$ cat config.mk
export PLATFORM = sky130hd
export DESIGN_NAME = bulk_only_transport_sequencer
export DESIGN_NICKNAME = d
export VERILOG_FILES = /design/src/bots_pkg.sv /design/src/bots_csr.sv /design/src/bots_core.sv /design/src/bulk_only_transport_sequencer.sv
export SDC_FILE = /design/constraint.sdc
export NUM_CORES = 1
export LEC_CHECK = 0
export BUFFER_PORTS_ARGS = -buffer_cell sky130_fd_sc_hd__buf_2
export CAP_MARGIN = 10
export CORE_ASPECT_RATIO = 0.5
export CORE_MARGIN = 8
export CORE_UTILIZATION = 61
export CTS_BUF_LIST = sky130_fd_sc_hd__clkbuf_4 sky130_fd_sc_hd__clkbuf_8 sky130_fd_sc_hd__clkbuf_16
export DETAILED_ROUTE_END_ITERATION = 8
export GPL_TIMING_DRIVEN = 1
export PLACE_DENSITY = 0.86
export SYNTH_ARGS = -nofsm -noshare
export SYNTH_HDL_FRONTEND = slang
export SYNTH_SLANG_ARGS = --single-unit
$ cat constraint.sdc
create_clock -name clock -period 5.9 [get_ports clock]
set_input_delay 0.59 -clock clock [delete_from_list [all_inputs] [get_ports clock]]
set_output_delay 0.59 -clock clock [all_outputs]
set_load 0.005 [all_outputs]
$ cat src/bots_pkg.sv
// Package for the bulk-only transport sequencer.
// Holds the event, result and configuration types plus the bus and completion codes.
// No dependencies.
`default_nettype none

package bots_pkg;

   // Event codes carried by the action field
   localparam logic [2:0] ACT_START         = 3'd0;
   localparam logic [2:0] ACT_WRAPPER_SENT  = 3'd1;
   localparam logic [2:0] ACT_DATA_DONE     = 3'd2;
   localparam logic [2:0] ACT_STATUS_READ   = 3'd3;
   localparam logic [2:0] ACT_PIPE_DONE     = 3'd4;
   localparam logic [2:0] ACT_RECOVERY_DONE = 3'd5;

   // Transfer status codes
   localparam logic [1:0] XS_SUCCESS   = 2'd0;
   localparam logic [1:0] XS_STALLED   = 2'd1;
   localparam logic [1:0] XS_CANCELLED = 2'd2;

   // Bus commands issued on the result channel
   localparam logic [2:0] CMD_WRAPPER    = 3'd0;
   localparam logic [2:0] CMD_DATA_IN    = 3'd1;
   localparam logic [2:0] CMD_DATA_OUT   = 3'd2;
   localparam logic [2:0] CMD_STATUS     = 3'd3;
   localparam logic [2:0] CMD_CLEAR_PIPE = 3'd4;
   localparam logic [2:0] CMD_RECOVERY   = 3'd5;
   localparam logic [2:0] CMD_COMPLETE   = 3'd6;

   // Completion codes
   localparam logic [2:0] CC_SUCCESS      = 3'd0;
   localparam logic [2:0] CC_DEV_ERROR    = 3'd1;
   localparam logic [2:0] CC_CANCELLED    = 3'd2;
   localparam logic [2:0] CC_XFER_ERROR   = 3'd3;
   localparam logic [2:0] CC_INVALID      = 3'd4;
   localparam logic [2:0] CC_RESET_FAILED = 3'd5;

   // Configuration register indexes
   localparam logic [1:0] CSR_ALT_SIG_EN  = 2'd0;
   localparam logic [1:0] CSR_ALT_SIG     = 2'd1;
   localparam logic [1:0] CSR_SENSE_FORM  = 2'd2;
   localparam logic [1:0] CSR_MAX_LENGTH  = 2'd3;

   // Sense cdb forms
   localparam logic [1:0] SENSE_FORM_LONG  = 2'd0;
   localparam logic [1:0] SENSE_FORM_SHORT = 2'd1;

   // Protocol constants
   localparam logic [31:0] CSW_GOOD_SIG    = 32'h5342_5355;
   localparam logic [31:0] CBW_BYTES       = 32'd31;
   localparam logic [31:0] CSW_BYTES       = 32'd13;
   localparam logic [7:0]  SENSE_MIN       = 8'd18;
   localparam logic [4:0]  SENSE_CB_LONG   = 5'd12;
   localparam logic [4:0]  SENSE_CB_SHORT  = 5'd6;
   localparam logic [1:0]  SENSE_FORM_RST  = 2'd1;
   localparam logic [31:0] MAX_LENGTH_RST  = 32'd65536;

   // Transport phase, one-hot
   typedef enum logic [5:0] {
      PH_IDLE     = 6'b000001,
      PH_WRAPPER  = 6'b000010,
      PH_DATA     = 6'b000100,
      PH_STATUS   = 6'b001000,
      PH_PIPE     = 6'b010000,
      PH_RECOVERY = 6'b100000
   } phase_type;

   typedef struct packed {
      logic [2:0]  action;
      logic [1:0]  xfer_status;
      logic [31:0] byte_count;
      logic        dir_in;
      logic [3:0]  lun;
      logic [4:0]  cb_bytes;
      logic        want_sense;
      logic [7:0]  sense_length;
      logic        has_data;
      logic [31:0] status_sig;
      logic [7:0]  csw_status;
   } req_item_type;

   typedef struct packed {
      logic [2:0]  command;
      logic [31:0] xfer_length;
      logic        wrapper_dir_in;
      logic [3:0]  wrapper_lun;
      logic [4:0]  wrapper_cb_length;
      logic        is_sense_wrapper;
      logic [7:0]  sense_lun_byte;
      logic [2:0]  complete_code;
      logic        forge_good_sense;
      logic        clear_pass_length;
   } rsp_item_type;

   typedef struct packed {
      logic        alt_sig_en;
      logic [31:0] alt_sig;
      logic [1:0]  sense_form;
      logic [31:0] max_length;
   } cfg_type;

endpackage

`default_nettype wire

$ cat src/bots_csr.sv
// Configuration registers of the bulk-only transport sequencer.
// Depends on bots_pkg.
`default_nettype none

module bots_csr (
   input  wire logic             clock,
   input  wire logic             reset,
   input  wire logic             csr_we,
   input  wire logic [1:0]       csr_index,
   input  wire logic [31:0]      csr_wdata,
   output bots_pkg::cfg_type     cfg
);
   import bots_pkg::*;

   cfg_type cfg_ff;
   cfg_type cfg_in;

   // Register write decode
   always_comb begin
      cfg_in = cfg_ff;
      if (csr_we) begin
         unique case (csr_index)
            CSR_ALT_SIG_EN: cfg_in.alt_sig_en = csr_wdata[0];
            CSR_ALT_SIG:    cfg_in.alt_sig    = csr_wdata;
            CSR_SENSE_FORM: cfg_in.sense_form = csr_wdata[1:0];
            CSR_MAX_LENGTH: cfg_in.max_length = csr_wdata;
            default:        cfg_in = cfg_ff;
         endcase
      end
   end

   always_ff @(posedge clock) begin
      if (reset) begin
         cfg_ff.alt_sig_en <= 1'b0;
         cfg_ff.alt_sig    <= '0;
         cfg_ff.sense_form <= SENSE_FORM_RST;
         cfg_ff.max_length <= MAX_LENGTH_RST;
      end else begin
         cfg_ff <= cfg_in;
      end
   end

   assign cfg = cfg_ff;

endmodule

`default_nettype wire

$ cat src/bots_core.sv
// Phase sequencer: request state and the decision logic for one event.
// Depends on bots_pkg.
`default_nettype none

module bots_core (
   input  wire logic                  clock,
   input  wire logic                  reset,
   input  wire logic                  fire,
   input  wire bots_pkg::req_item_type item,
   input  wire bots_pkg::cfg_type     cfg,
   output logic                       rsp_hit,
   output bots_pkg::rsp_item_type     rsp
);
   import bots_pkg::*;

   phase_type   phase_ff, phase_in;
   logic        sense_ff, sense_in;
   logic        retry_ff, retry_in;
   logic        dir_ff, dir_in;
   logic [31:0] length_ff, length_in;
   logic        want_ff, want_in;
   logic [7:0]  sense_len_ff, sense_len_in;
   logic [3:0]  lun_ff, lun_in;

   logic        cbw_fits;
   logic        csw_fits;
   logic        sig_ok;
   logic [31:0] data_len;
   logic        data_dir;
   logic [4:0]  sense_cbl;
   logic        sense_form_ok;

   function automatic rsp_item_type make_cmd(input logic [2:0] cmd, input logic [31:0] len);
      rsp_item_type r;
      r = '0;
      r.command = cmd;
      r.xfer_length = len;
      return r;
   endfunction

   function automatic rsp_item_type make_done(input logic [2:0] code);
      rsp_item_type r;
      r = '0;
      r.command = CMD_COMPLETE;
      r.complete_code = code;
      return r;
   endfunction

   function automatic logic [2:0] map_fail(input logic [1:0] xs);
      return (xs == XS_CANCELLED) ? CC_CANCELLED : CC_XFER_ERROR;
   endfunction

   // Shared checks
   assign cbw_fits = (cfg.max_length >= CBW_BYTES);
   assign csw_fits = (cfg.max_length >= CSW_BYTES);
   assign sig_ok   = (item.status_sig == CSW_GOOD_SIG) ||
                     (cfg.alt_sig_en && (item.status_sig == cfg.alt_sig));
   assign data_len = sense_ff ? {24'd0, sense_len_ff} : length_ff;
   assign data_dir = sense_ff | dir_ff;
   assign sense_form_ok = (cfg.sense_form == SENSE_FORM_LONG) ||
                          (cfg.sense_form == SENSE_FORM_SHORT);
   assign sense_cbl = (cfg.sense_form == SENSE_FORM_LONG) ? SENSE_CB_LONG : SENSE_CB_SHORT;

   // Event decision
   always_comb begin
      phase_in     = phase_ff;
      sense_in     = sense_ff;
      retry_in     = retry_ff;
      dir_in       = dir_ff;
      length_in    = length_ff;
      want_in      = want_ff;
      sense_len_in = sense_len_ff;
      lun_in       = lun_ff;
      rsp_hit      = 1'b0;
      rsp          = '0;

      if (fire) begin
         unique case (item.action)
            ACT_START: begin
               length_in    = item.byte_count;
               dir_in       = item.dir_in;
               lun_in       = item.lun;
               want_in      = item.want_sense;
               sense_len_in = item.sense_length;
               retry_in     = 1'b1;
               sense_in     = 1'b0;
               rsp_hit      = 1'b1;
               if (!cbw_fits) begin
                  rsp      = make_done(CC_INVALID);
                  phase_in = PH_IDLE;
               end else begin
                  rsp                   = make_cmd(CMD_WRAPPER, item.byte_count);
                  rsp.wrapper_dir_in    = item.dir_in;
                  rsp.wrapper_lun       = item.lun;
                  rsp.wrapper_cb_length = item.cb_bytes;
                  phase_in              = PH_WRAPPER;
               end
            end

            ACT_WRAPPER_SENT: begin
               if (phase_ff == PH_WRAPPER) begin
                  rsp_hit = 1'b1;
                  if (item.xfer_status == XS_STALLED) begin
                     rsp      = make_cmd(CMD_RECOVERY, '0);
                     phase_in = PH_RECOVERY;
                  end else if (item.xfer_status != XS_SUCCESS) begin
                     rsp      = make_done(map_fail(item.xfer_status));
                     phase_in = PH_IDLE;
                  end else if (!item.has_data) begin
                     if (csw_fits) begin
                        rsp      = make_cmd(CMD_STATUS, CSW_BYTES);
                        phase_in = PH_STATUS;
                     end else begin
                        rsp      = make_done(CC_INVALID);
                        phase_in = PH_IDLE;
                     end
                  end else if (data_len > cfg.max_length) begin
                     rsp      = make_done(CC_INVALID);
                     phase_in = PH_IDLE;
                  end else begin
                     rsp      = make_cmd(data_dir ? CMD_DATA_IN : CMD_DATA_OUT, data_len);
                     phase_in = PH_DATA;
                  end
               end
            end

            ACT_DATA_DONE: begin
               if (phase_ff == PH_DATA) begin
                  rsp_hit = 1'b1;
                  if (item.xfer_status == XS_SUCCESS) begin
                     if (csw_fits) begin
                        rsp      = make_cmd(CMD_STATUS, CSW_BYTES);
                        phase_in = PH_STATUS;
                     end else begin
                        rsp      = make_done(CC_INVALID);
                        phase_in = PH_IDLE;
                     end
                  end else begin
                     // failed data phase: drop the pass-through length
                     if (item.xfer_status == XS_STALLED) begin
                        rsp      = make_cmd(CMD_CLEAR_PIPE, '0);
                        phase_in = PH_PIPE;
                     end else begin
                        rsp      = make_done(map_fail(item.xfer_status));
                        phase_in = PH_IDLE;
                     end
                     rsp.clear_pass_length = 1'b1;
                  end
               end
            end

            ACT_STATUS_READ: begin
               if (phase_ff == PH_STATUS) begin
                  rsp_hit = 1'b1;
                  if ((item.xfer_status == XS_SUCCESS) && sig_ok) begin
                     if (item.csw_status == 8'd0) begin
                        rsp                  = make_done(CC_SUCCESS);
                        rsp.forge_good_sense = !sense_ff && want_ff;
                        phase_in             = PH_IDLE;
                     end else if ((item.csw_status == 8'd1) && want_ff && !sense_ff) begin
                        // automatic request sense
                        if ((sense_len_ff < SENSE_MIN) || !sense_form_ok || !cbw_fits) begin
                           rsp      = make_done(CC_DEV_ERROR);
                           phase_in = PH_IDLE;
                        end else begin
                           rsp                   = make_cmd(CMD_WRAPPER, {24'd0, sense_len_ff});
                           rsp.wrapper_dir_in    = 1'b1;
                           rsp.wrapper_cb_length = sense_cbl;
                           rsp.is_sense_wrapper  = 1'b1;
                           rsp.sense_lun_byte    = {lun_ff[2:0], 5'd0};
                           retry_in              = 1'b1;
                           sense_in              = 1'b1;
                           phase_in              = PH_WRAPPER;
                        end
                     end else begin
                        rsp      = make_cmd(CMD_RECOVERY, '0);
                        phase_in = PH_RECOVERY;
                     end
                  end else if ((item.xfer_status == XS_STALLED) && retry_ff) begin
                     // one status retry after a stall
                     retry_in = 1'b0;
                     rsp      = make_cmd(CMD_CLEAR_PIPE, '0);
                     phase_in = PH_PIPE;
                  end else if (item.xfer_status != XS_CANCELLED) begin
                     rsp      = make_cmd(CMD_RECOVERY, '0);
                     phase_in = PH_RECOVERY;
                  end else begin
                     rsp      = make_done(CC_CANCELLED);
                     phase_in = PH_IDLE;
                  end
               end
            end

            ACT_PIPE_DONE: begin
               if (phase_ff == PH_PIPE) begin
                  rsp_hit = 1'b1;
                  if (item.xfer_status != XS_SUCCESS) begin
                     rsp      = make_done(CC_RESET_FAILED);
                     phase_in = PH_IDLE;
                  end else if (csw_fits) begin
                     rsp      = make_cmd(CMD_STATUS, CSW_BYTES);
                     phase_in = PH_STATUS;
                  end else begin
                     rsp      = make_done(CC_INVALID);
                     phase_in = PH_IDLE;
                  end
               end
            end

            ACT_RECOVERY_DONE: begin
               if (phase_ff == PH_RECOVERY) begin
                  rsp_hit  = 1'b1;
                  rsp      = make_done((item.xfer_status == XS_SUCCESS) ?
                                       CC_DEV_ERROR : CC_RESET_FAILED);
                  phase_in = PH_IDLE;
               end
            end

            default: begin
               rsp_hit = 1'b0;
            end
         endcase
      end
   end

   // Sequencer state
   always_ff @(posedge clock) begin
      if (reset) begin
         phase_ff     <= PH_IDLE;
         sense_ff     <= 1'b0;
         retry_ff     <= 1'b0;
         dir_ff       <= 1'b0;
         length_ff    <= '0;
         want_ff      <= 1'b0;
         sense_len_ff <= '0;
         lun_ff       <= '0;
      end else begin
         phase_ff     <= phase_in;
         sense_ff     <= sense_in;
         retry_ff     <= retry_in;
         dir_ff       <= dir_in;
         length_ff    <= length_in;
         want_ff      <= want_in;
         sense_len_ff <= sense_len_in;
         lun_ff       <= lun_in;
      end
   end

endmodule

`default_nettype wire

$ cat src/bulk_only_transport_sequencer.sv
// Bulk-only transport host sequencer: one event register, the phase sequencer,
// one result register. An event goes from the event register through the phase sequencer
// into the result register, where rsp_valid rises; rsp_ready sets the pace.
// Throughput: one event per cycle while the result register can take a result;
// an event without a result leaves the event register and sets no rsp_valid.
// Reset (synchronous): phase idle, request state cleared, registers at their defaults.
// Depends on bots_pkg, bots_csr and bots_core.
`default_nettype none

module bulk_only_transport_sequencer (
   input  wire logic        clock,
   input  wire logic        reset,
   // event channel
   input  wire logic        req_valid,
   output logic             req_ready,
   input  wire logic [2:0]  req_action,
   input  wire logic [1:0]  req_xfer_status,
   input  wire logic [31:0] req_byte_count,
   input  wire logic        req_dir_in,
   input  wire logic [3:0]  req_lun,
   input  wire logic [4:0]  req_cb_bytes,
   input  wire logic        req_want_sense,
   input  wire logic [7:0]  req_sense_length,
   input  wire logic        req_has_data,
   input  wire logic [31:0] req_status_sig,
   input  wire logic [7:0]  req_csw_status,
   // result channel
   output logic             rsp_valid,
   input  wire logic        rsp_ready,
   output logic [2:0]       rsp_command,
   output logic [31:0]      rsp_xfer_length,
   output logic             rsp_wrapper_dir_in,
   output logic [3:0]       rsp_wrapper_lun,
   output logic [4:0]       rsp_wrapper_cb_length,
   output logic             rsp_is_sense_wrapper,
   output logic [7:0]       rsp_sense_lun_byte,
   output logic [2:0]       rsp_complete_code,
   output logic             rsp_forge_good_sense,
   output logic             rsp_clear_pass_length,
   // configuration
   input  wire logic        csr_we,
   input  wire logic [1:0]  csr_index,
   input  wire logic [31:0] csr_wdata
);
   import bots_pkg::*;

   cfg_type      cfg;
   req_item_type req_item;
   req_item_type item_ff;
   logic         item_valid_ff, item_valid_in;
   logic         out_free;
   logic         fire;
   logic         core_hit;
   rsp_item_type core_rsp;
   rsp_item_type rsp_ff;
   logic         rsp_valid_ff, rsp_valid_in;

   assign req_item = '{action:        req_action,
                       xfer_status:   req_xfer_status,
                       byte_count:    req_byte_count,
                       dir_in:        req_dir_in,
                       lun:           req_lun,
                       cb_bytes:      req_cb_bytes,
                       want_sense:    req_want_sense,
                       sense_length:  req_sense_length,
                       has_data:      req_has_data,
                       status_sig:    req_status_sig,
                       csw_status:    req_csw_status};

   // Pipeline control: an event is processed when the result register can take its result
   assign out_free  = !rsp_valid_ff || rsp_ready;
   assign fire      = item_valid_ff && out_free;
   assign req_ready = !item_valid_ff || fire;

   always_comb begin
      item_valid_in = item_valid_ff;
      if (req_valid && req_ready) begin
         item_valid_in = 1'b1;
      end else if (fire) begin
         item_valid_in = 1'b0;
      end
      rsp_valid_in = rsp_valid_ff;
      if (fire) begin
         rsp_valid_in = core_hit;
      end else if (rsp_ready) begin
         rsp_valid_in = 1'b0;
      end
   end

   // Event register
   always_ff @(posedge clock) begin
      if (reset) begin
         item_valid_ff <= 1'b0;
      end else begin
         item_valid_ff <= item_valid_in;
      end
      if (req_valid && req_ready) begin
         item_ff <= req_item;
      end
   end

   bots_csr u_csr (
      .clock     (clock),
      .reset     (reset),
      .csr_we    (csr_we),
      .csr_index (csr_index),
      .csr_wdata (csr_wdata),
      .cfg       (cfg)
   );

   bots_core u_core (
      .clock   (clock),
      .reset   (reset),
      .fire    (fire),
      .item    (item_ff),
      .cfg     (cfg),
      .rsp_hit (core_hit),
      .rsp     (core_rsp)
   );

   // Result register
   always_ff @(posedge clock) begin
      if (reset) begin
         rsp_valid_ff <= 1'b0;
      end else begin
         rsp_valid_ff <= rsp_valid_in;
      end
      if (fire && core_hit) begin
         rsp_ff <= core_rsp;
      end
   end

   assign rsp_valid             = rsp_valid_ff;
   assign rsp_command           = rsp_ff.command;
   assign rsp_xfer_length       = rsp_ff.xfer_length;
   assign rsp_wrapper_dir_in    = rsp_ff.wrapper_dir_in;
   assign rsp_wrapper_lun       = rsp_ff.wrapper_lun;
   assign rsp_wrapper_cb_length = rsp_ff.wrapper_cb_length;
   assign rsp_is_sense_wrapper  = rsp_ff.is_sense_wrapper;
   assign rsp_sense_lun_byte    = rsp_ff.sense_lun_byte;
   assign rsp_complete_code     = rsp_ff.complete_code;
   assign rsp_forge_good_sense  = rsp_ff.forge_good_sense;
   assign rsp_clear_pass_length = rsp_ff.clear_pass_length;

endmodule

`default_nettype wire

==> impl_metrics.env, run 1 <==
export IMPL_run_status="finished, final reports clean"
export IMPL_post_synth_cell_area_avg_um2=10.5
export IMPL_top_level_ports=197
export IMPL_cp_data_arrival_time_ns=4.83
export IMPL_syn_area_mm2=0.0117
export IMPL_vias=9277
export IMPL_final_max_slew_violation_count=0
export IMPL_timing_hold_worst_class="in2reg"
export IMPL_met3WireLength_mm=3.43
export IMPL_slew_headroom=0.183
export IMPL_grt_first_pass_wirelength_mm=49.8
export IMPL_grt_max_degree=76
export IMPL_grt_setup_unrepaired="no"
export IMPL_detail_route_wirelength_met1_mm=13.8
export IMPL_cts_htree_levels=1
export IMPL_floorplan_core_area_mm2=0.0186
export IMPL_fin_tns_setup_ns=0
export IMPL_path_clk_slew_ns=0.07
export IMPL_die_area_mm2=0.0241
export IMPL_cts_repair_timing_setup_buffer_count=0
export IMPL_edff_count_synth=151
export IMPL_antenna_cells_inserted=0
export IMPL_r2r_cells=9
export IMPL_clock_root_buffer="sky130_fd_sc_hd__clkbuf_16"
export IMPL_finalCriticalPeriod_ns=4.43
export IMPL_wire_per_inst_um=20.6
export IMPL_clock_tree_from_tritoncts="yes"
export IMPL_gpl_final_weighted_congestion=0.951
export IMPL_highest_clock_rate_mhz=226
export IMPL_finalSetupViolCount=0
export IMPL_cp_slowest_cell="sky130_fd_sc_hd__dfxtp_1"
export IMPL_die_width_um=212
export IMPL_dp_hpwl_mm=23.2
export IMPL_cts_buffers_inserted=24
export IMPL_filler_cell_count=1288
export IMPL_crit_chain="mux2_2, ha_1, nand4_1, nor4_1, or4b_4, o31ai_4, nand3_2, nor3_4, a22o_1"
export IMPL_cts_sinks=273
export IMPL_area_growth_syn_to_layout_pct=16.8
export IMPL_count_of_maximum_capacitance_violations=0
export IMPL_synthFlopType="sky130_fd_sc_hd__edfxtp_1"
export IMPL_synth_lib_cells_used_distinct=67
export IMPL_setup_worst_path_class="reg2reg"
export IMPL_drc=0
export IMPL_top_layer_used="met4"
export IMPL_power_ir_vdd_worst_mv=0.223
export IMPL_port_buffers=191
export IMPL_timing_critical_path_buf_inv=0
export IMPL_global_route_overflow_total=0
export IMPL_power_per_cell_area_mw_per_mm2=296
export IMPL_cts_hold_buffers=0
export IMPL_power_leakage_uw=0.00506
export IMPL_fin_nets=1450
export IMPL_clock_skew_ns=0.0122
export IMPL_drt_iter0_drc=1033
export IMPL_cts_resized_gates=0
export IMPL_worstSetupEndpointType="flop"
export IMPL_firstDrtPassIters=5
export IMPL_postRouteAntennaNets=0
export IMPL_cts_path_max_buffers=3
export IMPL_cpPeakStageDelay_ns=1.13
export IMPL_ys_seq_area_frac=0.597
export IMPL_worst_ep_required_time_ns=6.29
export IMPL_initial_core_utilization=0.628
export IMPL_worst_path_max_fanout=32
export IMPL_core_rowCount=35
export IMPL_hold_depth=1
export IMPL_totalWireLength_mm=32.2
export IMPL_via_count_of_the_first_global_routing_pass=9151
export IMPL_postSynthRegisterBits=273
export IMPL_route_met2_wl_mm=14.2
export IMPL_drive_gt1_frac=0.205
export IMPL_groute_usage_overall=0.260
export IMPL_ys_warn_count=0
export IMPL_ys_async_sr_fraction=0
export IMPL_hold_viol=0
export IMPL_grt_antenna_before_repair=0
export IMPL_final_util=0.734
export IMPL_clk_insertion_delay_late_ns=0.53
export IMPL_cp_top_family="simple AND/OR/NAND/NOR gates"
export IMPL_final_min_period_over_clock_period=0.752
export IMPL_vias_per_cell=5.95
export IMPL_die_h_um=114
export IMPL_syn_instance_count=1113
export IMPL_crit_cells=9
export IMPL_worstMarginPinSlew_ns=1.22
export IMPL_startpoint_type="flop"
per-layer routing:
| layer | vias up | track usage |
|---|---|---|
| met2 | 479 | 0.399 |
| met3 | 65 | 0.0619 |
| met1 | 4441 | 0.367 |
| met4 | 0 | 0.0645 |
| li1 | 4292 | - |
| met5 | - | 0 |
cell type report:
class	count	area (um^2)	area share
Timing Repair Buffer	201	1030	0.0756
Sequential cell	273	6980	0.511
Clock inverter	15	184	0.0135
Inverter	41	154	0.0113
Tap cell	259	324	0.0237
Multi-Input combinational cell	741	4320	0.316
Clock buffer	29	668	0.0489
registers in the layout, summed over array words and instances, names as in the netlist, 3 cells and up:
register / flops
item_ff: 97
u_csr.cfg: 67
rsp_xfer_length: 32
u_core.length_ff: 32
u_core.sense_len_ff: 8
u_core.phase_ff: 6
rsp_wrapper_cb_length: 5
rsp_wrapper_lun: 4
rsp_command: 3
rsp_complete_code: 3
rsp_sense_lun_byte: 3
u_core.lun_ff: 3
power breakdown:
group          internal (uW)  leakage, uW  switching [uW]
registers               2070      0.00233            49.7
clock network            986     0.000417             701
logic                   93.7      0.00232             144
total                   3150      0.00506             895
cells by family after synthesis:
family                     share of synthesized area
AOI/OAI and AO/OA                              0.125
xor gates and xnor gates                      0.0232
adders and majority gates                     0.0342
buffers and inverters                         0.0363
DFF                                            0.597
muxes                                         0.0119
other                                       0.000321
and+or+nand+nor                                0.172
synth_stat cells (23+ instances only):
| cell | count | area [um^2] |
|---|---|---|
| sky130_fd_sc_hd__inv_1 | 39 | 146 |
| sky130_fd_sc_hd__a21oi_1 | 145 | 726 |
| sky130_fd_sc_hd__nor2b_1 | 27 | 169 |
| sky130_fd_sc_hd__nor2_1 | 26 | 97.6 |
| sky130_fd_sc_hd__ha_1 | 32 | 400 |
| sky130_fd_sc_hd__nand3_1 | 23 | 115 |
| sky130_fd_sc_hd__clkbuf_1 | 53 | 199 |
| sky130_fd_sc_hd__xor2_1 | 29 | 254 |
| sky130_fd_sc_hd__a22o_1 | 25 | 219 |
| sky130_fd_sc_hd__dfxtp_1 | 122 | 2440 |
| sky130_fd_sc_hd__nand2_1 | 248 | 931 |
| sky130_fd_sc_hd__edfxtp_1 | 151 | 4530 |
worst register-to-register path: stages, from the launching register on:
cell,delay (ns)
sky130_fd_sc_hd__dfxtp_1,1.13
sky130_fd_sc_hd__mux2_2,0.46
sky130_fd_sc_hd__ha_1,0.32
sky130_fd_sc_hd__nand4_1,0.13
sky130_fd_sc_hd__nor4_1,0.42
sky130_fd_sc_hd__or4b_4,0.54
sky130_fd_sc_hd__o31ai_4,0.08
sky130_fd_sc_hd__nand3_2,0.13
sky130_fd_sc_hd__nor3_4,0.81
sky130_fd_sc_hd__a22o_1,0.27
stage by stage:
| step | cells | instance area, um^2 | hold WS (ns) | power [uW] | setup WS, ns |
|---|---|---|---|---|---|
| finish | 1559 | 13700 | 0.231 | 4040 | 1.47 |
| global route | 1559 | 13700 | 0.220 | 4160 | 1.29 |
| CTS | 1559 | 13700 | 0.221 | 4050 | 1.56 |
| detailed placement | 1515 | 12800 | 0.446 | 2390 | 1.59 |
| global placement | 1515 | 12800 | 0.441 | 2380 | 1.84 |
| floorplan | 1117 | 11700 | 0.431 | 2280 | 2.18 |
placed cells by master, fill, tap and decap left out, types with 6 or more instances in the layout:
cell                        count
sky130_fd_sc_hd__mux2i_1        6
sky130_fd_sc_hd__inv_1         39
sky130_fd_sc_hd__nand2_1      248
sky130_fd_sc_hd__nor4_1        21
sky130_fd_sc_hd__nor2_1        25
sky130_fd_sc_hd__a22o_1        25
sky130_fd_sc_hd__nand2b_1       6
sky130_fd_sc_hd__nand3_1       23
sky130_fd_sc_hd__buf_4         11
sky130_fd_sc_hd__o21ai_1        7
sky130_fd_sc_hd__nand4_1       15
sky130_fd_sc_hd__clkbuf_16     25
sky130_fd_sc_hd__edfxtp_1     151
sky130_fd_sc_hd__a21oi_1      145
sky130_fd_sc_hd__ha_1          32
sky130_fd_sc_hd__buf_2        190
sky130_fd_sc_hd__mux2_2         7
sky130_fd_sc_hd__nor3_1        10
sky130_fd_sc_hd__nor2b_1       27
sky130_fd_sc_hd__o21ai_0        9
sky130_fd_sc_hd__xor2_1        29
sky130_fd_sc_hd__dfxtp_1      122
path summary, 6_finish.rpt:
kind | start | endpoint | slack, ns
worst max-delay path | u_core.sense_ff | rsp_xfer_length[10] | 1.47
worst max register to register | u_core.sense_ff | rsp_xfer_length[10] | 1.47
worst min-delay path | req_byte_count[3] | item_ff[63] | 0.23
worst min register to register | u_core.lun_ff[2] | u_core.lun_ff[2] | 0.45
(Power assumes the default switching activity.)
==> run 2, diff against run 1 <==
--- a/config.mk
+++ b/config.mk
@@ -9,11 +9,11 @@
 export CAP_MARGIN = 10
 export CORE_ASPECT_RATIO = 0.5
 export CORE_MARGIN = 8
-export CORE_UTILIZATION = 61
+export CORE_UTILIZATION = 56
 export CTS_BUF_LIST = sky130_fd_sc_hd__clkbuf_4 sky130_fd_sc_hd__clkbuf_8 sky130_fd_sc_hd__clkbuf_16
 export DETAILED_ROUTE_END_ITERATION = 8
 export GPL_TIMING_DRIVEN = 1
-export PLACE_DENSITY = 0.86
+export PLACE_DENSITY = 0.79
 export SYNTH_ARGS = -nofsm -noshare
 export SYNTH_HDL_FRONTEND = slang
 export SYNTH_SLANG_ARGS = --single-unit
==> constraint.sdc (replaced) <==
create_clock -name clock -period 4.5 [get_ports clock]
set_input_delay 0.45 -clock clock [delete_from_list [all_inputs] [get_ports clock]]
set_output_delay 0.45 -clock clock [all_outputs]
set_load 0.005 [all_outputs]
==> run 2 against run 1 <==
Compared with the run above:
- critical path depth increased by 1
- core utilization decreased by 6.8 points
- non-clock buffer count stayed put
- register-to-register slack lost 0.71 ns
- critical endpoint is now rsp_complete_code[2]
- flip-flop and latch count unchanged
- count of clock-buffer cells in the layout up 4
- hold slack lost 0.14 ns
- sequential share of layout area barely moved
- die area up 7.9%
- global-route usage shrank 2.1 points
- sequential power up 31%
==> impl_metrics.env, run 2 (synthesis results as in run 1) <==
export IMPL_firstDrtPassIters=6
export IMPL_groute_usage_overall=0.238
export IMPL_drive_gt1_frac=0.208
export IMPL_die_h_um=118
export IMPL_hold_viol=0
export IMPL_grt_setup_unrepaired="no"
export IMPL_totalWireLength_mm=32.1
export IMPL_via_count_of_the_first_global_routing_pass=8803
export IMPL_clock_root_buffer="sky130_fd_sc_hd__clkbuf_16"
export IMPL_finalCriticalPeriod_ns=3.75
export IMPL_power_per_cell_area_mw_per_mm2=383
export IMPL_vias_per_cell=5.78
export IMPL_fin_tns_setup_ns=0
export IMPL_final_max_slew_violation_count=0
export IMPL_fin_nets=1451
export IMPL_clk_insertion_delay_late_ns=0.53
export IMPL_cts_repair_timing_setup_buffer_count=0
export IMPL_cp_slowest_cell="sky130_fd_sc_hd__or4_4"
export IMPL_grt_first_pass_wirelength_mm=49.2
export IMPL_hold_depth=1
export IMPL_holdCritStartpoint="req_csw_status[0]"
export IMPL_worst_hold_path_endpoint="item_ff[0]"
export IMPL_cts_hold_buffers=0
export IMPL_timing_hold_worst_class="in2reg"
export IMPL_power_leakage_uw=0.00506
export IMPL_die_width_um=220
export IMPL_initial_core_utilization=0.570
export IMPL_p_total_uw=5240
export IMPL_worstMarginPinSlew_ns=1.16
export IMPL_regToRegStartpoint="u_core.sense_ff"
export IMPL_path_clk_slew_ns=0.07
export IMPL_worst_ep_required_time_ns=4.78
export IMPL_timing_critical_path_buf_inv=1
export IMPL_setup_worst_path_class="reg2reg"
export IMPL_finalSetupViolCount=0
export IMPL_core_rowCount=37
export IMPL_grt_max_degree=72
export IMPL_mostFrequentLayoutCells="248 x sky130_fd_sc_hd__nand2_1, 190 x sky130_fd_sc_hd__buf_2, 151 x sky130_fd_sc_hd__edfxtp_1, 145 x sky130_fd_sc_hd__a21oi_1, 122 x sky130_fd_sc_hd__dfxtp_1"
export IMPL_cpPeakStageDelay_ns=0.58
export IMPL_gpl_final_weighted_congestion=0.920
export IMPL_top_level_ports=197
export IMPL_cts_resized_gates=0
export IMPL_worstSetupEndpointType="flop"
export IMPL_grt_antenna_before_repair=1
export IMPL_antenna_cells_inserted=0
export IMPL_slew_headroom=0.220
export IMPL_highest_clock_rate_mhz=267
export IMPL_cp_data_arrival_time_ns=4.02
export IMPL_layout_commonest_cell="sky130_fd_sc_hd__nand2_1"
export IMPL_startpoint_type="flop"
export IMPL_cts_htree_levels=1
export IMPL_global_route_overflow_total=0
export IMPL_regToRegSetupSlack_ns=0.75
export IMPL_r2r_cells=10
export IMPL_r2r_end="rsp_complete_code[2]"
export IMPL_port_buffers=191
export IMPL_drt_iter0_drc=1025
export IMPL_area_growth_syn_to_layout_pct=16.9
export IMPL_largest_reg_flops=97
export IMPL_die_area_mm2=0.0260
export IMPL_worst_path_max_fanout=29
export IMPL_cp_top_family="simple AND/OR/NAND/NOR gates"
export IMPL_dp_hpwl_mm=23.2
export IMPL_drc=0
export IMPL_whs_ns=0.0890
export IMPL_wire_per_inst_um=20.4
export IMPL_floorplan_core_area_mm2=0.0205
export IMPL_crit_chain="buf_4, nor2b_1, ha_1, nand4_1, or4_4, or4b_4, o31ai_4, and2_1, nor3b_1, o21a_1"
export IMPL_run_status="finished, final reports clean"
export IMPL_power_ir_vdd_worst_mv=0.306
export IMPL_final_min_period_over_clock_period=0.832
export IMPL_cts_buffers_inserted=25
export IMPL_count_of_maximum_capacitance_violations=0
export IMPL_clock_tree_from_tritoncts="yes"
export IMPL_cts_path_max_buffers=3
export IMPL_clock_skew_ns=0.0211
export IMPL_vias=9098
export IMPL_largest_register="item_ff"
export IMPL_cts_sinks=273
export IMPL_postRouteAntennaNets=0
export IMPL_crit_start="u_core.sense_ff"
run 2: cell count changes in the layout (fill, tap and decap cells not counted), sizes merged:
cell / change
bufinv: -2
clkbuf: +4
clkinv: -1
run 2: per-stage QoR:
step,cells,setup slack [ns],cell area (um^2),utilization
2_1_floorplan,1117,0.783,11700,-
3_3_place_gp,1529,0.903,12800,0.626
3_5_place_dp,1529,0.770,12800,0.626
4_1_cts,1574,0.755,13700,0.666
5_1_grt,1574,0.598,13700,0.666
6_report,1574,0.754,13700,0.666
run 2: layer usage:
layer | track usage | wire, um | up-vias
met4 | 0.0609 | 705 | 2
li1 | - | - | 4283
met3 | 0.0565 | 3230 | 46
met5 | 0 | 15 | -
met1 | 0.355 | 14400 | 4369
met2 | 0.345 | 13700 | 398
run 2: layout make-up:
class | count | area, um^2
Clock buffer | 33 | 698
Clock inverter | 12 | 134
Fill cell | 1601 | 6840
Inverter | 41 | 154
Multi-Input combinational cell | 741 | 4330
Sequential cell | 273 | 6980
Tap cell | 273 | 342
Timing Repair Buffer | 201 | 1030
run 2: power breakdown:
| group | leakage, uW | switching, uW | internal (uW) |
|---|---|---|---|
| Clock | 0.000414 | 924 | 1220 |
| Combinational | 0.00232 | 189 | 122 |
| Sequential | 0.00233 | 65.5 | 2710 |
| Total | 0.00506 | 1180 | 4060 |
run 2: how the worst max path moves through the flow:
| stage | slack [ns] | cells after the start | to |
|---|---|---|---|
| final | 0.75 | 10 | rsp_complete_code[2] |
| after global routing | 0.60 | 10 | rsp_complete_code[2] |
| after CTS | 0.76 | 10 | rsp_complete_code[2] |
| after detailed placement | 0.77 | 10 | rsp_complete_code[2] |
| after global placement | 0.90 | 10 | rsp_complete_code[2] |
| after floorplan | 0.78 | 13 | rsp_complete_code[2] |
